### src/rtl/core/stbs_pkg.sv
// shared types and codes for the sorted table search block
// no dependencies
`timescale 1ns / 1ps
`default_nettype none

package stbs_pkg;

	localparam int VALUE_W = 32;
	localparam int POS_W   = 7;

	// command codes as they arrive on the input stream
	localparam logic [1:0] CMD_CLEAR  = 2'd0;
	localparam logic [1:0] CMD_APPEND = 2'd1;
	localparam logic [1:0] CMD_SEARCH = 2'd2;

	typedef enum logic [1:0] {
		OP_CLEAR,
		OP_APPEND,
		OP_SEARCH,
		OP_NOP
	} op_t;

	typedef struct packed {
		op_t                       op;
		logic signed [VALUE_W-1:0] value;
	} item_t;

endpackage

`default_nettype wire

### src/rtl/core/stbs_front.sv
// front end: accepts input beats, decodes the command and queues the item
// depends on stbs_pkg
`timescale 1ns / 1ps
`default_nettype none

module stbs_front (
	input  wire                          clk,
	input  wire                          arst_n,
	input  wire                          s_axis_tvalid,
	output logic                         s_axis_tready,
	input  wire  [31:0]                  s_axis_tdata,  // value[31:0]
	input  wire  [1:0]                   s_axis_tuser,  // command[1:0]
	output logic                         q_valid,
	output stbs_pkg::item_t              q_item,
	input  wire                          q_pop
);
	import stbs_pkg::*;

	item_t      slot_q [2];
	logic       wr_ptr_q;
	logic       rd_ptr_q;
	logic [1:0] fill_q;
	item_t      in_item;
	logic       push;
	logic       pop;

	always_comb begin
		in_item.value = $signed(s_axis_tdata);
		case (s_axis_tuser)
			CMD_CLEAR:  in_item.op = OP_CLEAR;
			CMD_APPEND: in_item.op = OP_APPEND;
			CMD_SEARCH: in_item.op = OP_SEARCH;
			default:    in_item.op = OP_NOP;
		endcase
	end

	assign s_axis_tready = (fill_q != 2'd2);
	assign q_valid       = (fill_q != 2'd0);
	assign q_item        = slot_q[rd_ptr_q];
	assign push          = s_axis_tvalid && s_axis_tready;
	assign pop           = q_pop && q_valid;

	always_ff @(posedge clk) begin
		if (push) begin
			slot_q[wr_ptr_q] <= in_item;
		end
	end

	always_ff @(posedge clk or negedge arst_n) begin
		if (!arst_n) begin
			wr_ptr_q <= 1'b0;
			rd_ptr_q <= 1'b0;
			fill_q   <= 2'd0;
		end else begin
			if (push) begin
				wr_ptr_q <= ~wr_ptr_q;
			end
			if (pop) begin
				rd_ptr_q <= ~rd_ptr_q;
			end
			if (push && !pop) begin
				fill_q <= fill_q + 2'd1;
			end else if (pop && !push) begin
				fill_q <= fill_q - 2'd1;
			end
		end
	end

endmodule

`default_nettype wire

### src/rtl/core/stbs_back.sv
// back end: table memory, fill count, binary search sequencer, result register
// depends on stbs_pkg
`timescale 1ns / 1ps
`default_nettype none

module stbs_back #(
	parameter int DEPTH = 128
) (
	input  wire                clk,
	input  wire                arst_n,
	input  wire                q_valid,
	input  stbs_pkg::item_t    q_item,
	output logic               q_pop,
	input  wire                cfg_valid,
	output logic               cfg_ready,
	input  wire                cfg_data,
	output logic               m_axis_tvalid,
	input  wire                m_axis_tready,
	output logic [7:0]         m_axis_tdata,  // position[6:0], zero pad
	output logic [1:0]         m_axis_tuser   // found[0], status[1]
);
	import stbs_pkg::*;

	localparam int AW = (DEPTH > 1) ? $clog2(DEPTH) : 1;
	localparam int CW = $clog2(DEPTH + 1);

	typedef enum logic [1:0] {
		ST_IDLE,
		ST_PROBE,
		ST_CMP,
		ST_FINISH
	} state_t;

	state_t                     state_q;
	logic                       desc_q;
	logic [CW-1:0]              count_q;
	logic [CW-1:0]              lo_q;
	logic [CW-1:0]              hi_q;
	logic [AW-1:0]              mid_q;
	logic signed [VALUE_W-1:0]  key_q;
	logic signed [VALUE_W-1:0]  rdata_q;
	logic                       found_q;
	logic [AW-1:0]              pos_q;
	logic                       m_valid_q;
	logic                       m_found_q;
	logic                       m_status_q;
	logic [POS_W-1:0]           m_pos_q;

	logic signed [VALUE_W-1:0]  mem [DEPTH];

	logic                       out_free;
	logic                       res_load;
	logic                       mem_we;
	logic                       rd_en;
	logic [CW-1:0]              span;
	logic [CW-1:0]              mid_full;
	logic [AW-1:0]              mid;
	logic [CW-1:0]              mid_next;
	logic                       go_right;
	logic                       table_full;
	logic [AW+POS_W-1:0]        pos_ext;

	assign cfg_ready  = 1'b1;
	assign out_free   = !m_valid_q || m_axis_tready;
	assign q_pop      = (state_q == ST_IDLE) && out_free;
	assign table_full = (count_q >= CW'(DEPTH));
	assign mem_we     = q_pop && q_valid && (q_item.op == OP_APPEND) && !table_full;
	assign rd_en      = (state_q == ST_PROBE);

	// a result enters the output register this cycle
	assign res_load = (q_pop && q_valid && (q_item.op != OP_SEARCH)) ||
	                  ((state_q == ST_FINISH) && out_free);

	// midpoint of the half-open window, lower middle
	assign span     = hi_q - lo_q - CW'(1);
	assign mid_full = lo_q + (span >> 1);
	assign mid      = mid_full[AW-1:0];
	assign mid_next = CW'(mid_q) + CW'(1);
	assign go_right = desc_q ? (rdata_q > key_q) : (rdata_q < key_q);
	assign pos_ext  = {{POS_W{1'b0}}, pos_q};

	assign m_axis_tvalid = m_valid_q;
	assign m_axis_tdata  = {1'b0, m_pos_q};
	assign m_axis_tuser  = {m_status_q, m_found_q};

	always_ff @(posedge clk) begin
		if (mem_we) begin
			mem[count_q[AW-1:0]] <= q_item.value;
		end
		if (rd_en) begin
			rdata_q <= mem[mid];
		end
	end

	always_ff @(posedge clk or negedge arst_n) begin
		if (!arst_n) begin
			state_q    <= ST_IDLE;
			desc_q     <= 1'b1;
			count_q    <= '0;
			m_valid_q  <= 1'b0;
			m_found_q  <= 1'b0;
			m_status_q <= 1'b0;
			m_pos_q    <= '0;
			lo_q       <= '0;
			hi_q       <= '0;
			mid_q      <= '0;
			key_q      <= '0;
			found_q    <= 1'b0;
			pos_q      <= '0;
		end else begin
			if (cfg_valid) begin
				desc_q <= cfg_data;
			end
			if (res_load) begin
				m_valid_q <= 1'b1;
			end else if (m_valid_q && m_axis_tready) begin
				m_valid_q <= 1'b0;
			end
			case (state_q)
				ST_IDLE: begin
					if (q_pop && q_valid) begin
						case (q_item.op)
							OP_SEARCH: begin
								lo_q    <= '0;
								hi_q    <= count_q;
								key_q   <= q_item.value;
								found_q <= 1'b0;
								pos_q   <= '0;
								state_q <= (count_q == '0) ? ST_FINISH : ST_PROBE;
							end
							OP_CLEAR: begin
								count_q    <= '0;
								m_found_q  <= 1'b0;
								m_pos_q    <= '0;
								m_status_q <= 1'b0;
							end
							OP_APPEND: begin
								if (!table_full) begin
									count_q <= count_q + CW'(1);
								end
								m_found_q  <= 1'b0;
								m_pos_q    <= '0;
								m_status_q <= table_full;
							end
							default: begin
								m_found_q  <= 1'b0;
								m_pos_q    <= '0;
								m_status_q <= 1'b0;
							end
						endcase
					end
				end
				ST_PROBE: begin
					mid_q   <= mid;
					state_q <= ST_CMP;
				end
				ST_CMP: begin
					if (rdata_q == key_q) begin
						found_q <= 1'b1;
						pos_q   <= mid_q;
						state_q <= ST_FINISH;
					end else if (go_right) begin
						lo_q    <= mid_next;
						state_q <= (mid_next >= hi_q) ? ST_FINISH : ST_PROBE;
					end else begin
						hi_q    <= CW'(mid_q);
						state_q <= (lo_q >= CW'(mid_q)) ? ST_FINISH : ST_PROBE;
					end
				end
				ST_FINISH: begin
					if (out_free) begin
						m_found_q  <= found_q;
						m_pos_q    <= pos_ext[POS_W-1:0];
						m_status_q <= 1'b0;
						state_q    <= ST_IDLE;
					end
				end
				default: begin
					state_q <= ST_IDLE;
				end
			endcase
		end
	end

endmodule

`default_nettype wire

### src/rtl/core/sorted_table_binary_search.sv
// sorted table with binary search: top level, front queue plus back sequencer
// depends on stbs_pkg, stbs_front, stbs_back
// clear, append and unused codes: the beat is registered in the front queue, then its result
// in the output register; one item per cycle while the output accepts and no search runs
// search: each probe is a synchronous table read then a compare; the probe loop sets the rate
// asynchronous active-low reset empties the table and the queue, order register resets to 1
`timescale 1ns / 1ps
`default_nettype none

module sorted_table_binary_search #(
	parameter int DEPTH = 128
) (
	input  wire         clk,
	input  wire         arst_n,
	// input stream: one command beat each
	input  wire         s_axis_tvalid,
	output logic        s_axis_tready,
	input  wire  [31:0] s_axis_tdata,   // value[31:0]
	input  wire  [1:0]  s_axis_tuser,   // command[1:0]
	// order register write: 1 descending, 0 ascending
	input  wire         cfg_valid,
	output logic        cfg_ready,
	input  wire         cfg_data,       // descending_order
	// result stream: one beat per command
	output logic        m_axis_tvalid,
	input  wire         m_axis_tready,
	output logic [7:0]  m_axis_tdata,   // position[6:0], zero pad bit 7
	output logic [1:0]  m_axis_tuser    // found[0], status[1]
);
	import stbs_pkg::*;

	// decoded items waiting for the back end
	logic  q_valid;
	item_t q_item;
	logic  q_pop;

	// front decodes the command and holds up to two beats, so input keeps
	// flowing while a search runs or a result waits downstream
	stbs_front u_front (
		.clk           (clk),
		.arst_n        (arst_n),
		.s_axis_tvalid (s_axis_tvalid),
		.s_axis_tready (s_axis_tready),
		.s_axis_tdata  (s_axis_tdata),
		.s_axis_tuser  (s_axis_tuser),
		.q_valid       (q_valid),
		.q_item        (q_item),
		.q_pop         (q_pop)
	);

	// back owns the table memory, the fill count and the probe sequencer;
	// its result register decouples the output side
	stbs_back #(
		.DEPTH (DEPTH)
	) u_back (
		.clk           (clk),
		.arst_n        (arst_n),
		.q_valid       (q_valid),
		.q_item        (q_item),
		.q_pop         (q_pop),
		.cfg_valid     (cfg_valid),
		.cfg_ready     (cfg_ready),
		.cfg_data      (cfg_data),
		.m_axis_tvalid (m_axis_tvalid),
		.m_axis_tready (m_axis_tready),
		.m_axis_tdata  (m_axis_tdata),
		.m_axis_tuser  (m_axis_tuser)
	);

endmodule

`default_nettype wire

### config.mk
export PLATFORM = sky130hd
export DESIGN_NAME = sorted_table_binary_search
export DESIGN_NICKNAME = d
export VERILOG_FILES = /design/src/rtl/core/stbs_pkg.sv /design/src/rtl/core/stbs_front.sv /design/src/rtl/core/stbs_back.sv /design/src/rtl/core/sorted_table_binary_search.sv
export SDC_FILE = /design/constraint.sdc
export NUM_CORES = 2
export LEC_CHECK = 0
export BUFFER_PORTS_ARGS = -buffer_cell sky130_fd_sc_hd__buf_2
export CAP_MARGIN = 5
export CORE_AREA = 4 4 649 651
export CTS_BUF_LIST = sky130_fd_sc_hd__clkbuf_8
export CTS_CLUSTER_SIZE = 10
export DETAILED_ROUTE_END_ITERATION = 10
export DIE_AREA = 0 0 653 655
export HOLD_SLACK_MARGIN = 0.03
export SLEW_MARGIN = 20
export SYNTH_ARGS = -nofsm -noshare
export SYNTH_HDL_FRONTEND = slang
export SYNTH_MEMORY_MAX_BITS = 65536
export SYNTH_SLANG_ARGS = --single-unit
### constraint.sdc
create_clock -name clk -period 4.8 [get_ports clk]
set_input_delay 0.24 -clock clk [delete_from_list [all_inputs] [get_ports clk]]
set_output_delay 0.24 -clock clk [all_outputs]
set_load 0.02 [all_outputs]
==> flow_summary.ini <==
[routing]
drtAntennaViolNets = 0
drtIter0Drc = 10928
wl_per_cell_um = 32.6
vias = 81340
drt-total-wl_um = 459000
vias_per_cell = 5.77
drt_first_pass_iters = 5
drc = 0

[synthesis]
yosysTopAreaCellShare_pct = 76.1
synthFlopType = edfxtp_1
yosysWarnings = 0
yosysTopAreaCell = edfxtp_1
synth-edff-count = 4196
yosysSeqAreaShare_pct = 77.5
synthesis.instances = 6985
synth_fp_nets = 7090
synth_area_leaders = edfxtp_1 (76%), mux4_2 (17%), dfrtp_1 (1.3%), nor2_1 (0.94%), mux2i_1 (0.86%)
synthDistinctLibCells = 61
synthTopCellsByCount = edfxtp_1 (4196), mux4_2 (1280), nor2_1 (415)
yosysMostFrequentCell = edfxtp_1
ys_seq_elements = 4284
syn_area_per_cell_sq_um = 23.7
synth_area_sq_um = 165000
postSynth.asyncResetShare_pct = 2.05

[floorplanning]
coreArea_sq_um = 415000
num_rows = 237
ios = 53
die_w_um = 653
die_h_um = 655
initial_core_util_pct = 39.8
dieArea_sq_um = 428000

[timing]
fmax_mhz = 210
rsz0062_at_grt = true
final_max_slew_viol_count = 0
tightest_slew_ps = 1210
hold_viol_final = 0
period_minus_slack_ps = 4750
timing.final.crit_share_pct = 99.0
slew_headroom_pct = 19.3
finalSetupViolCount = 0
setup_slack_ps = 46.3
skew_ps = 108

[finish]
nNetsFinal = 8156
drive_gt1_share_pct = 35.3
area_delta_synth_final_pct = 16.0
num-fill-cells = 33915

[run]
cap_violations = 0

[clock_tree]
cts-root-buf = clkbuf_8
clk_latency_ps = 1220
cts_made_buffers = 680
clockBufferDepth = 4
clock-sinks = 4284
cts_tree = yes
ctsHtreeMaxLevel = 6
path_clk_slew_ps = 60

[worst_setup_path]
crit_required_ps = 5740
timing_worst_setup_path_type = register to register
worst_setup_path_end_kind = register
start_kind = register
crit_arrival_ps = 5700
path_max_fanout = 23
worst_r2r_path_depth = 16

[global_routing]
grt_pass1_vias = 83767
grt_pass1_wl_um = 642000
grtUsageTotal_pct = 21.2
antenna_found_initial = 37
grt_max_degree = 84
grt-ovfl-total = 0

[worst_hold_path]
min-delay-path-class = input port to asynchronous set/reset pin

[place]
gp_congestion = 0.825
io_buffers = 50
post-place-ws_ps = -289
dpl.hpwl_um = 258000

[run_status]
status = complete, no violations
-- repair_timing --
item / CTS / global route
endpoints found under the hold margin: 245 / 0
resized for setup: 64 / 35
setup endpoints to repair: 26 / 31
pin swaps: 0 / 2
gates cloned: 2 / 4
hold buffers: 79 / 0
setup buffers: 0 / 11
-- state kept, by name, indices dropped and copies added, names as in the netlist, 8 cells and up --
signal,flops
u_back.lo_q,8
u_back.rdata_q,32
u_back.key_q,32
u_back.count_q,8
u_back.mem,4096
u_front.slot_q,68
u_back.hi_q,8
-- cell families after synthesis --
logic type / synth area share, %
xor+xnor: 0.143
buf+inv: 1.18
flops: 77.5
fa+ha+maj: 0.501
compound gates: 0.417
mux: 18.8
other cells: 0.00454
simple gates: 1.53
-- worst max-delay path: stages (launching register included) --
cell       delay (ps)
dfrtp_1           410
inv_2              80
nand2_1            70
fa_1              480
inv_2             100
ha_4              140
inv_1              70
fa_4              840
buf_12            140
clkbuf_16         200
buf_6             220
buf_12            220
mux4_2            340
mux4_2            530
nor2_4            230
mux2i_1           150
and4_1            240
-- per-stage QoR --
stage	cells	cell area [sq um]	hold WS (ps)	setup TNS, ps	util [%]
2_1_floorplan	6985	165000	-55.6	0	-
4_1_cts	14058	192000	135	-234	46.1
3_5_place_dp	12771	178000	313	-2860	42.9
3_3_place_gp	12770	178000	298	-4010	42.9
5_1_grt	14078	192000	238	-79.8	46.2
6_report	14087	192000	262	0	46.2
-- per-layer routing --
| metal | GRT usage (%) | share of wire (%) | vias up |
|---|---|---|---|
| met5 | 0 | 0.017 | - |
| met4 | 7.19 | 3.5 | 12 |
| met3 | 4.16 | 9.1 | 725 |
| met2 | 33.9 | 48 | 4163 |
| met1 | 29.3 | 39 | 44452 |
| li1 | - | - | 31988 |
-- area by class of cell --
cell class,instances,area (sq um),area share [%]
Inverter,72,270,0.141
Tap cell,5497,6880,3.58
Multi-Input combinational cell,2267,36800,19.2
Clock inverter,504,2410,1.26
Sequential cell,4284,128000,66.8
Timing Repair Buffer,746,7680,4.00
Clock buffer,702,9660,5.03
Antenna cell,15,37.5,0.0196
-- final timing paths --
| path | startpoint | end | slack, ps |
|---|---|---|---|
| max reg2reg | u_back.lo_q[0] | u_back.rdata_q[31] | 50 |
| max | u_back.lo_q[0] | u_back.rdata_q[31] | 50 |
| min reg2reg | u_back.m_pos_q[3] | u_back.m_pos_q[3] | 490 |
| min | arst_n | u_front.wr_ptr_q | 260 |
| min in group clk | s_axis_tdata[10] | u_front.slot_q[0][10] | 310 |
| max in group asynchronous | arst_n | u_back.key_q[6] | 3930 |
-- cells in the final DEF, fill, tap and decap left out, drive strengths merged, types with 24 or more instances in the layout --
cell type    count
and4            34
mux4          1280
nand3           24
mux2i          142
dlygate4sd3     78
nand2           53
clkbuf         706
mux2            69
nor2           415
clkinv         221
buf            662
edfxtp        4196
o21ai           29
dfrtp           87
ha              63
inv            337
Power is left out: the tool's default activity adds up to more than one toggle a clock period on the data nets, which glitch-free logic cannot reach.
